[config.mk]
export PLATFORM = sky130hd
export DESIGN_NAME = hermite_sample_rate_reducer
export DESIGN_NICKNAME = d
export VERILOG_FILES = /design/src/hdl/hsrr_pkg.sv /design/src/hdl/hermite_sample_rate_reducer.sv
export VERILOG_INCLUDE_DIRS = /design/src /design/src/hdl
export SDC_FILE = /design/constraint.sdc
export NUM_CORES = 2
export LEC_CHECK = 0
export ABC_AREA = 1
export BUFFER_PORTS_ARGS = -buffer_cell sky130_fd_sc_hd__buf_2
export CAP_MARGIN = 20
export CORE_ASPECT_RATIO = 0.7
export CORE_UTILIZATION = 60
export CTS_BUF_LIST = sky130_fd_sc_hd__clkbuf_16
export DETAILED_ROUTE_END_ITERATION = 10
export PLACE_DENSITY = 0.8
export SETUP_SLACK_MARGIN = 0.2
export SLEW_MARGIN = 0
export SYNTH_ARGS = -nofsm -noshare
export SYNTH_HDL_FRONTEND = slang
export SYNTH_SLANG_ARGS = --single-unit
[constraint.sdc]
create_clock -name clk_i -period 6.25 [get_ports clk_i]
set_input_delay 0.625 -clock clk_i [delete_from_list [all_inputs] [get_ports clk_i]]
set_output_delay 0.625 -clock clk_i [all_outputs]
set_load 0.005 [all_outputs]
[src/hdl/hermite_sample_rate_reducer_macros.svh]
// Assertion macros shared by the sample-rate reducer RTL.
// Stand-alone header; define NO_ASSERTIONS to compile them out.
`ifndef HERMITE_SAMPLE_RATE_REDUCER_MACROS_SVH
`define HERMITE_SAMPLE_RATE_REDUCER_MACROS_SVH

`ifndef NO_ASSERTIONS

// The consequent must hold in the same cycle as the antecedent.
`define HSRR_ASSERT_IMPL(label, clk, rst_n, ante, cons) \
  label: assert property (@(posedge clk) disable iff (!(rst_n)) (ante) |-> (cons)) \
    else $error("assertion failed: label");

// The consequent must hold in the cycle after the antecedent.
`define HSRR_ASSERT_NEXT(label, clk, rst_n, ante, cons) \
  label: assert property (@(posedge clk) disable iff (!(rst_n)) (ante) |=> (cons)) \
    else $error("assertion failed: label");

`else

`define HSRR_ASSERT_IMPL(label, clk, rst_n, ante, cons)
`define HSRR_ASSERT_NEXT(label, clk, rst_n, ante, cons)

`endif

`endif

[src/hdl/hsrr_pkg.sv]
// Types, constants and the control store of the Hermite sample-rate reducer.
// No dependencies.
package hsrr_pkg;

  localparam int unsigned SampleW = 24;
  localparam int unsigned RateW   = 16;
  localparam int unsigned RemW    = RateW + 1;
  localparam int unsigned DivCntW = 4;
  localparam int unsigned CoefW   = 28;
  localparam int unsigned OpaW    = 30;
  localparam int unsigned ProdW   = OpaW + RateW + 1;
  localparam int unsigned SumW    = 48;
  localparam int unsigned VW      = SumW - 17;

  localparam logic [DivCntW-1:0] DivLast = DivCntW'(RateW - 1);

  localparam logic signed [VW-1:0] OutMax = VW'(8388607);
  localparam logic signed [VW-1:0] OutMin = -VW'(8388608);

  typedef enum logic [3:0] {
    STEP_IDLE,
    STEP_DIV,
    STEP_COEF,
    STEP_MUL_A,
    STEP_RND_A,
    STEP_MUL_B,
    STEP_RND_B,
    STEP_MUL_C,
    STEP_RND_C,
    STEP_EMIT
  } step_e;

  typedef enum logic [2:0] {
    OP_ACCEPT,
    OP_DIV,
    OP_COEF,
    OP_MUL,
    OP_RND_A,
    OP_RND_B,
    OP_RND_C,
    OP_EMIT
  } op_e;

  typedef enum logic [1:0] {
    HOLD_NEVER,
    HOLD_NO_INPUT,
    HOLD_DIV_BUSY,
    HOLD_OUT_BLOCKED
  } hold_e;

  typedef struct packed {
    op_e   op;
    hold_e hold;
    step_e next;
  } ctrl_word_t;

  // Control store: while the hold condition is true the step repeats,
  // otherwise control moves to the next field.
  function automatic ctrl_word_t ucode_rom(step_e step);
    ctrl_word_t w;
    unique case (step)
      STEP_IDLE:  w = '{op: OP_ACCEPT, hold: HOLD_NO_INPUT,    next: STEP_DIV};
      STEP_DIV:   w = '{op: OP_DIV,    hold: HOLD_DIV_BUSY,    next: STEP_COEF};
      STEP_COEF:  w = '{op: OP_COEF,   hold: HOLD_NEVER,       next: STEP_MUL_A};
      STEP_MUL_A: w = '{op: OP_MUL,    hold: HOLD_NEVER,       next: STEP_RND_A};
      STEP_RND_A: w = '{op: OP_RND_A,  hold: HOLD_NEVER,       next: STEP_MUL_B};
      STEP_MUL_B: w = '{op: OP_MUL,    hold: HOLD_NEVER,       next: STEP_RND_B};
      STEP_RND_B: w = '{op: OP_RND_B,  hold: HOLD_NEVER,       next: STEP_MUL_C};
      STEP_MUL_C: w = '{op: OP_MUL,    hold: HOLD_NEVER,       next: STEP_RND_C};
      STEP_RND_C: w = '{op: OP_RND_C,  hold: HOLD_NEVER,       next: STEP_EMIT};
      STEP_EMIT:  w = '{op: OP_EMIT,   hold: HOLD_OUT_BLOCKED, next: STEP_IDLE};
      default:    w = '{op: OP_ACCEPT, hold: HOLD_NEVER,       next: STEP_IDLE};
    endcase
    return w;
  endfunction

endpackage

[src/hdl/hermite_sample_rate_reducer.sv]
// Top level of the Hermite sample-rate reducer: microcoded sequencer and datapath.
// Depends on hsrr_pkg and hermite_sample_rate_reducer_macros.svh.

// Each accepted sample yields one output sample, a 4-point third-order Hermite
// interpolation over the held history at fraction phase/rate, saturated to 24 bits.
// An item passes from its input transfer to its result being ready through an accept
// step, the bit-serial restoring divider that forms the 16-bit fraction from phase
// and rate, a coefficient step, three passes of multiply and round through the single
// shared 30x17 multiplier, and the load of the output register. The next input
// transfer is taken in the cycle after that load, even while the result still waits
// downstream; a further result waits only if that one is still stalled.
// The rate register may be written through the configuration channel whenever the
// block is idle; cfg_ready_o is always high and a rate of zero acts as one.
`include "hermite_sample_rate_reducer_macros.svh"

module hermite_sample_rate_reducer
  import hsrr_pkg::*;
(
  input  logic                      clk_i,
  input  logic                      rst_ni,
  input  logic                      in_valid_i,
  output logic                      in_stall_o,
  input  logic signed [SampleW-1:0] in_sample_i,
  output logic                      out_valid_o,
  input  logic                      out_stall_i,
  output logic signed [SampleW-1:0] out_sample_o,
  input  logic                      cfg_valid_i,
  output logic                      cfg_ready_o,
  input  logic        [RateW-1:0]   cfg_data_i
);

  step_e      step_q, step_d;
  ctrl_word_t cw;
  logic       hold;

  logic [RateW-1:0]   rate_q;
  logic [RateW-1:0]   phase_q;
  logic signed [SampleW-1:0] hist_q [4];

  logic [RemW-1:0]    rem_q;
  logic [RateW-1:0]   quo_q;
  logic [RateW-1:0]   div_r_q;
  logic [DivCntW-1:0] div_cnt_q;

  logic signed [SampleW:0]   c1_q;
  logic signed [CoefW-1:0]   c2_q;
  logic signed [OpaW-1:0]    opa_q;
  logic signed [ProdW-1:0]   prod_q;
  logic signed [SampleW-1:0] res_q;
  logic signed [SampleW-1:0] out_q;
  logic                      out_valid_q;

  logic                 in_xfer;
  logic [RateW-1:0]     rate_eff;
  logic [RateW-1:0]     phase_eff;
  logic [RemW-1:0]      phase_inc;
  logic [RemW-1:0]      rem_shl;
  logic                 rem_ge;
  logic signed [CoefW-1:0] y0x, y1x, y2x, y3x;
  logic signed [SampleW:0] c1_d;
  logic signed [CoefW-1:0] c2_d, c3_d;
  logic signed [ProdW-1:0] prod_d;
  logic signed [SumW-1:0]  sum_a, sum_b, sum_c;
  logic signed [VW-1:0]    v_full;
  logic signed [SampleW-1:0] v_sat;

  // ---------------------------------------------------------------- control
  assign cw = ucode_rom(step_q);

  always_comb begin
    unique case (cw.hold)
      HOLD_NEVER:       hold = 1'b0;
      HOLD_NO_INPUT:    hold = !in_valid_i;
      HOLD_DIV_BUSY:    hold = (div_cnt_q != '0);
      HOLD_OUT_BLOCKED: hold = out_valid_q && out_stall_i;
      default:          hold = 1'b0;
    endcase
  end

  always_comb begin
    step_d = hold ? step_q : cw.next;
  end

  always_comb begin
    in_stall_o  = (cw.op != OP_ACCEPT);
    cfg_ready_o = 1'b1;
  end

  assign in_xfer      = in_valid_i && !in_stall_o;
  assign out_valid_o  = out_valid_q;
  assign out_sample_o = out_q;

  always_ff @(posedge clk_i or negedge rst_ni) begin
    if (!rst_ni) begin
      step_q <= STEP_IDLE;
    end else begin
      step_q <= step_d;
    end
  end

  // ---------------------------------------------------------- accept logic
  assign rate_eff  = (rate_q == '0) ? RateW'(1) : rate_q;
  assign phase_eff = (phase_q < rate_eff) ? phase_q : '0;
  assign phase_inc = {1'b0, phase_eff} + RemW'(1);

  always_ff @(posedge clk_i or negedge rst_ni) begin
    if (!rst_ni) begin
      rate_q  <= RateW'(1);
      phase_q <= '0;
      for (int k = 0; k < 4; k++) begin
        hist_q[k] <= '0;
      end
    end else begin
      if (cfg_valid_i && cfg_ready_o) begin
        rate_q <= cfg_data_i;
      end
      if (in_xfer) begin
        phase_q <= (phase_inc >= {1'b0, rate_eff}) ? '0 : phase_inc[RateW-1:0];
        if (phase_eff == '0) begin
          hist_q[0] <= hist_q[1];
          hist_q[1] <= hist_q[2];
          hist_q[2] <= hist_q[3];
          hist_q[3] <= in_sample_i;
        end
      end
    end
  end

  // --------------------------------------------------------------- divider
  // Restoring division of phase * 2^16 by the rate, one quotient bit a cycle.
  // The remainder starts below the divisor, so it always fits in RemW bits.
  assign rem_shl = {rem_q[RemW-2:0], 1'b0};
  assign rem_ge  = (rem_shl >= {1'b0, div_r_q});

  always_ff @(posedge clk_i or negedge rst_ni) begin
    if (!rst_ni) begin
      div_cnt_q <= '0;
    end else if (cw.op == OP_ACCEPT && in_xfer) begin
      div_cnt_q <= DivLast;
    end else if (cw.op == OP_DIV && div_cnt_q != '0) begin
      div_cnt_q <= div_cnt_q - DivCntW'(1);
    end
  end

  always_ff @(posedge clk_i) begin
    if (cw.op == OP_ACCEPT && in_xfer) begin
      rem_q   <= {1'b0, phase_eff};
      quo_q   <= '0;
      div_r_q <= rate_eff;
    end else if (cw.op == OP_DIV) begin
      rem_q <= rem_ge ? (rem_shl - {1'b0, div_r_q}) : rem_shl;
      quo_q <= {quo_q[RateW-2:0], rem_ge};
    end
  end

  // -------------------------------------------------------------- datapath
  assign y0x = CoefW'(hist_q[0]);
  assign y1x = CoefW'(hist_q[1]);
  assign y2x = CoefW'(hist_q[2]);
  assign y3x = CoefW'(hist_q[3]);

  // Doubled Hermite coefficients, exact integers.
  assign c1_d = (SampleW+1)'(hist_q[2]) - (SampleW+1)'(hist_q[0]);
  assign c2_d = (y0x <<< 1) - ((y1x <<< 2) + y1x) + (y2x <<< 2) - y3x;
  assign c3_d = y3x - y0x + ((y1x - y2x) <<< 1) + (y1x - y2x);

  assign prod_d = ProdW'(opa_q) * ProdW'($signed({1'b0, quo_q}));

  assign sum_a = SumW'(prod_q) + (SumW'(c2_q) <<< 16) + SumW'(32768);
  assign sum_b = SumW'(prod_q) + (SumW'(c1_q) <<< 16) + SumW'(32768);
  assign sum_c = SumW'(prod_q) + (SumW'(hist_q[1]) <<< 17) + SumW'(65536);

  assign v_full = $signed(sum_c[SumW-1:17]);

  always_comb begin
    if (v_full > OutMax) begin
      v_sat = OutMax[SampleW-1:0];
    end else if (v_full < OutMin) begin
      v_sat = OutMin[SampleW-1:0];
    end else begin
      v_sat = v_full[SampleW-1:0];
    end
  end

  always_ff @(posedge clk_i) begin
    unique case (cw.op)
      OP_COEF: begin
        c1_q  <= c1_d;
        c2_q  <= c2_d;
        opa_q <= OpaW'(c3_d);
      end
      OP_MUL:   prod_q <= prod_d;
      OP_RND_A: opa_q  <= $signed(sum_a[OpaW+15:16]);
      OP_RND_B: opa_q  <= $signed(sum_b[OpaW+15:16]);
      OP_RND_C: res_q  <= v_sat;
      default: begin
      end
    endcase
  end

  // --------------------------------------------------------- output register
  always_ff @(posedge clk_i or negedge rst_ni) begin
    if (!rst_ni) begin
      out_valid_q <= 1'b0;
    end else if (cw.op == OP_EMIT && !hold) begin
      out_valid_q <= 1'b1;
    end else if (out_valid_q && !out_stall_i) begin
      out_valid_q <= 1'b0;
    end
  end

  always_ff @(posedge clk_i) begin
    if (cw.op == OP_EMIT && !hold) begin
      out_q <= res_q;
    end
  end

  // ------------------------------------------------------------- assertions
  `HSRR_ASSERT_NEXT(a_accept_starts_div, clk_i, rst_ni, in_xfer,
                    (step_q == STEP_DIV) && (div_cnt_q == DivLast))
  `HSRR_ASSERT_IMPL(a_rem_below_divisor, clk_i, rst_ni, step_q == STEP_DIV,
                    rem_q < {1'b0, div_r_q})
  `HSRR_ASSERT_IMPL(a_result_from_emit, clk_i, rst_ni, $rose(out_valid_q),
                    $past(step_q) == STEP_EMIT)

endmodule
; ---- Word-level counts from Yosys, hierarchy flattened
; Memory sizes are Yosys's and may differ from the RTL's.
; Cells that the tools add are included.
[word_totals]
ff_bits = 363
romBits = 144
input_bits = 45
word_cells = 87
n_memories = 1
[classes]
n_addsub = 18
n_mul = 1
order_cmp = 5
eq_ne = 10
mux = 13
n_reduce_logical = 21
[memory_table]
columns = name, depth, word_bits, rd, rd_ports_with_merged_regs, wr, line_no
row1 = (name not given), 16, 9, 1, 0, 0, hsrr_pkg.sv:61  ; unique case (step)
[ops]
columns = op, count
row1 = $mux W16, 6
row2 = $add A46 B17 Y46 const B, 2
row3 = $pmux W30 S3, 1
row4 = $sub A24 B24 Y25, 3
row5 = $add A47 B41 Y48, 1
row6 = $add A48 B18 Y48 const B, 1
row7 = $mul A30 B17 Y47, 1
row8 = $add A46 B41 Y46, 1
row9 = $add A46 B44 Y46, 1
row10 = $ge A17 B16 Y1, 2
row11 = $logic_not A16 Y1, 2
row12 = $gt A31 B24 Y1 const B, 1
row13 = $lt A31 B24 Y1 const B, 1
row14 = $add A27 B25 Y28, 1
row15 = $add A28 B26 Y28, 1
row16 = $sub A25 B27 Y28, 1
row17 = $sub A28 B24 Y28, 1
row18 = $add A25 B26 Y27, 1
row19 = $add A26 B24 Y27, 1
row20 = $mux W24, 1
row21 = $add A16 B1 Y17 const B, 1
row22 = $lt A16 B16 Y1, 1
row23 = $sub A16 B16 Y16, 1
row24 = $eq A3 B3 Y1 const B, 4
row25 = 16 further kinds, 31

; ---- Depth between registers and ports, before layout
[logic_depth]
ltp_word = 7
ltp_mapped = 34
depth_no_buf = 33

; ---- Worst setup path before layout
; Ideal clock, no wire load.
[synth_path]
path_kind = reg2reg
startpoint = reg opa_q[10]
endpoint = reg prod_q[44], data pin
setup_time_ns = 0.260
arrival_ns = 5.710
slack_ns = 0.281
path_stages_with_launch = 27
n_path_buf = 2
synth_period_minus_slack_ns = 5.969
path_cell_list = edfxtp_1 > clkbuf_1 > clkbuf_1 > nand2_1 > fa_1 > fa_1 > fa_1 > inv_1 > fa_1 > fa_1 > inv_1 > fa_1 > inv_1 > ha_1 > a21oi_1 > o21a_1 > nand2_1 > a31o_2 > a21oi_1 > o21ai_0 > nand2_1 > nand2_1 > nand2_1 > nand2_1 > nand2_1 > nand2_1 > xor2_1
[synth_via]
elab_chain_cells = 1
[synth_rtl]
columns = element, line_no
row1 = "start, declared", hermite_sample_rate_reducer.sv:47  ; logic signed [OpaW-1:0] opa_q;
row2 = "start signal, assigned", hermite_sample_rate_reducer.sv:190  ; opa_q <= OpaW'(c3_d);
row3 = "start signal, assigned", hermite_sample_rate_reducer.sv:193  ; OP_RND_A: opa_q <= $signed(sum_a[OpaW+15:16]);
row4 = "start signal, assigned", hermite_sample_rate_reducer.sv:194  ; OP_RND_B: opa_q <= $signed(sum_b[OpaW+15:16]);
row5 = $mul A30 B17 Y47, hermite_sample_rate_reducer.sv:167  ; assign prod_d = ProdW'(opa_q) * ProdW'($signed({1'b0, quo_q}));
row6 = via prod_d[44], hermite_sample_rate_reducer.sv:62  ; logic signed [ProdW-1:0] prod_d;
row7 = "end signal, assigned", hermite_sample_rate_reducer.sv:192  ; OP_MUL: prod_q <= prod_d;
row8 = "end, declared", hermite_sample_rate_reducer.sv:48  ; logic signed [ProdW-1:0] prod_q;
; The timed path passes the listed nets, and every way through them passes these cells.
; A chain may end at the register's enable or synchronous reset.

; ---- Worst setup path in the final report
[layout_path]
startpoint = reg quo_q[7]
endpoint = reg prod_q[43], data pin
[layout_via]
elab_chain_cells = 1
[layout_rtl]
columns = element, line_no
row1 = "start, declared", hermite_sample_rate_reducer.sv:41  ; logic [RateW-1:0] quo_q;
row2 = "start signal, assigned", hermite_sample_rate_reducer.sv:152  ; quo_q <= {quo_q[RateW-2:0], rem_ge};
row3 = $mul A30 B17 Y47, hermite_sample_rate_reducer.sv:167
row4 = via prod_d[43], hermite_sample_rate_reducer.sv:62
; The timed path passes the listed nets, and every way through them passes these cells.

==> impl_metrics.py <==
metrics = {
    "global_route": {
        "track_usage_pct": 33.0,
        "grt_start_max_net_pins": 155,
        "grt_first_pass_wirelength_um": 193000,
        "overflow": 0,
        "antenna_found_initial": 0,
        "grt_pass1_vias": 35500,
    },
    "hold_path": {
        "hp-class": "in2async",
    },
    "synth": {
        "synth-edff-count": 195,
        "muxShareOfSynthArea_pct": 0,
        "ys_ff_latch": 348,
        "synth_common_cells": "nand2_1 (1,154), inv_1 (1,128), fa_1 (590), ha_1 (361), a21oi_1 (317)",
        "async_reset_ff_share_pct": 39.4,
        "synth_cells": 5279,
        "ys_types": 72,
        "synth-simple-area-share_pct": 15.4,
        "synth_most_common_cell": "nand2_1",
        "synth_compound_area_share_pct": 10.8,
        "synth-xor-area-share_pct": 3.41,
        "synth_adder_area_share_pct": 37.0,
        "synth_top_area_share_pct": 26.8,
        "ys_seq_area_share_pct": 21.8,
        "synth.cell_area_um2": 44100,
        "synth_area_leader_cell": "fa_1",
        "synthTopCellsByArea": "fa_1 (27%), edfxtp_1 (13%), ha_1 (10%)",
        "synth_ff_type": "edfxtp_1",
        "synth_warnings": 0,
        "syn-mean-instance-area_um2": 8.35,
        "postSynthNetCount": 6275,
        "synth_top_family_by_area": "adder cells",
    },
    "timing": {
        "relSlewSlack_pct": 27.2,
        "grt_setup_unrepaired": "true",
        "maxSlewViolCount": 0,
        "worst_pin_slew_ns": 1.09,
        "fmax_mhz": 159,
        "period_needed_ns": 6.28,
        "setup_slack_ns": -0.0273,
        "worst_hold_slack_ns": -0.0167,
        "finalHoldViolCount": 10,
        "setup_viol": 1,
        "finalClockSkew_ns": 0.0441,
        "finalCritPeriodShare_pct": 100,
    },
    "placement": {
        "postPlaceCellArea_um2": 46400,
        "dp_cells": 6311,
        "port_buffers": 70,
        "hpwl_um": 98400,
        "gp_congestion": 1.02,
        "pre_cts_slack_ns": -0.231,
    },
    "floorplan": {
        "rows": 82,
        "io-pin-count": 72,
        "die_x_um": 326,
        "chipHeight_um": 229,
        "initial_utilization_pct": 61.1,
        "die-area_um2": 74600,
        "core_area_um2": 72100,
    },
    "clocking": {
        "numCtsBuffers": 41,
        "holdBufCountCts": 0,
        "path_clk_slew_ns": 0.07,
        "root_buffer": "clkbuf_16",
        "cts_tree": "yes",
        "clockBufferDepth": 3,
        "htreeDepth": 2,
        "cts_sinks": 348,
        "clk_latency_ns": 0.63,
    },
    "final_layout": {
        "nets": 6494,
        "fin_cells": 6497,
        "final_area_um2": 50300,
        "num_antenna_cells": 0,
        "fillers": 5375,
        "drive_gt1_share_pct": 13.7,
        "area_growth_pct": 14.1,
    },
    "drt": {
        "drtIter0Drc": 4788,
        "wl_per_cell_um": 20.4,
        "drt_wl_total_um": 133000,
        "viasPerCell": 5.84,
        "vias": 37900,
        "drcViolationCount": 0,
        "drtAntennaViolNets": 0,
        "drt_first_pass_iters": 10,
    },
    "status": {
        "violations": "negative hold slack, negative setup slack",
        "status": "complete, but fails checks",
    },
    "critical_path": {
        "cp-startpoint": "quo_q[7]$_SDFFE_PP0P_",
        "critPathRequiredTime_ns": 6.59,
        "critical_path_class": "reg2reg",
        "crit_arrival_ns": 6.62,
        "cp-end-kind": "flop",
        "crit_fanout": 7,
        "crit-reg2reg-launch": "quo_q[7]$_SDFFE_PP0P_",
        "cp-start-kind": "flop",
    },
    "flow_run": {
        "cap_viol_max_count": 0,
    },
}
==> metrics by stage <==
step	hold slack (ns)	setup TNS, ns	utilization, %
6_report	-0.0167	-0.0273	69.7
5_1_grt	0.0343	-0.659	69.7
4_1_cts	0.000563	0	66.7
3_5_place_dp	0.405	-1.62	64.3
3_3_place_gp	0.402	-0.283	64.3
2_1_floorplan	0.329	0	-
==> flip-flops by register name, summed over array words and instances (netlist names), 24 cells and up <==
| signal | flops |
|---|---|
| c2_q | 28 |
| prod_q | 32 |
| c1_q | 25 |
| hist_q | 96 |
| out_sample_o | 24 |
| opa_q | 30 |
| res_q | 24 |
==> cell type report <==
class / count / area, µm² / area share, %
clock buffers: 44 / 1100 / 2.19
clock inverters: 32 / 268 / 0.532
inverters: 1134 / 4260 / 8.46
multi-input cells: 3626 / 30700 / 61.0
flip-flops and latches: 348 / 9640 / 19.2
well taps: 966 / 1210 / 2.40
repair buffers: 347 / 3140 / 6.24
==> critical path, cell delays in order (launching register included) <==
cell,delay [ns]
dfxtp_4,0.36
buf_12,0.14
clkbuf_16,0.18
buf_12,0.16
nand2_1,0.07
inv_1,0.06
fa_1,0.48
inv_1,0.05
fa_1,0.42
fa_1,0.63
inv_1,0.10
fa_1,0.41
fa_1,0.56
inv_1,0.07
fa_1,0.49
inv_1,0.07
ha_4,0.25
a21oi_2,0.16
nor2_1,0.07
nor2_2,0.17
o21ai_2,0.08
a21oi_2,0.20
o21ai_4,0.11
nand2_1,0.08
o211ai_1,0.24
nand3_1,0.18
nand2_1,0.07
xor2_1,0.14
==> cell usage in the layout (no fill, tap or decap), types with 10 or more instances in the layout <==
| cell | synthesis | routed |
|---|---|---|
| fa_1 | 590 | 569 |
| edfxtp_1 | 195 | 195 |
| a21boi_0 | 11 | 10 |
| nor2_1 | 234 | 208 |
| o21ai_1 | 52 | 63 |
| nand2_2 | 5 | 27 |
| xnor2_1 | 66 | 66 |
| buf_6 | 17 | 18 |
| nor2_4 | 2 | 15 |
| buf_4 | 10 | 212 |
| nor3_1 | 29 | 26 |
| o22ai_1 | 16 | 16 |
| clkbuf_16 | 0 | 54 |
| a21oi_2 | 25 | 53 |
| nand2_1 | 1154 | 1115 |
| fa_2 | 0 | 21 |
| nand2_4 | 0 | 16 |
| o21ai_0 | 240 | 214 |
| a21oi_1 | 317 | 285 |
| o21ai_2 | 3 | 15 |
| nor2_2 | 6 | 19 |
| nand3_1 | 143 | 139 |
| buf_12 | 0 | 32 |
| xor2_1 | 104 | 104 |
| or2_2 | 25 | 25 |
| inv_2 | 5 | 57 |
| o21a_1 | 15 | 14 |
| ha_1 | 361 | 324 |
| o211ai_1 | 16 | 16 |
| inv_1 | 1128 | 1083 |
| dfrtp_1 | 136 | 135 |
| nand4_1 | 46 | 46 |
| buf_2 | 3 | 70 |
| ha_4 | 0 | 33 |
| o221ai_1 | 13 | 10 |
| a21o_1 | 23 | 23 |
| a31oi_1 | 35 | 32 |
| o21bai_1 | 22 | 20 |
==> layer usage <==
layer / global-route usage, % / routed length (µm) / up-vias
met5: 0 / 0 / -
met4: 11.1 / 5820 / 0
met3: 7.52 / 18000 / 417
met2: 46.7 / 55000 / 2368
met1: 49.8 / 53900 / 18100
li1: - / - / 17000
==> worst paths after layout <==
kind,to,slack (ns),cells after the start
setup / recovery,prod_q[43]$_DFFE_PN_,-0.03,27
hold / removal,hist_q[94]$_DFFE_PN0P_,-0.02,1
setup reg to reg,prod_q[43]$_DFFE_PN_,-0.03,27
hold reg to reg,out_sample_o[17]$_DFFE_PP_,0.41,0
max in group asynchronous,hist_q[25]$_DFFE_PN0P_,5.06,3
min in group clk_i,rate_q[11]$_DFFE_PN0P_,0.21,3
==> repair_timing <==
item | 4_1_cts | 5_1_grt
cloned | 2 | 10
gates resized for setup | 35 | 335
pin swaps | 8 | 161
buffers inserted | 18 | 79
setup endpoints to repair | 33 | 36
==> cell families (layout without fill, tap and decap cells) <==
logic type | after synthesis | after routing
AND/OR/NAND/NOR | 1669 | 1669
buffers and inverters | 1305 | 1557
adder cells (fa/ha/maj) | 951 | 951
AO/OA/AOI/OAI | 834 | 834
flip-flops | 348 | 348
XOR/XNOR | 171 | 171
other | 1 | 1
Power is not shown: default switching activity piles up to over one toggle a cycle in this logic, so the estimate is an artifact.
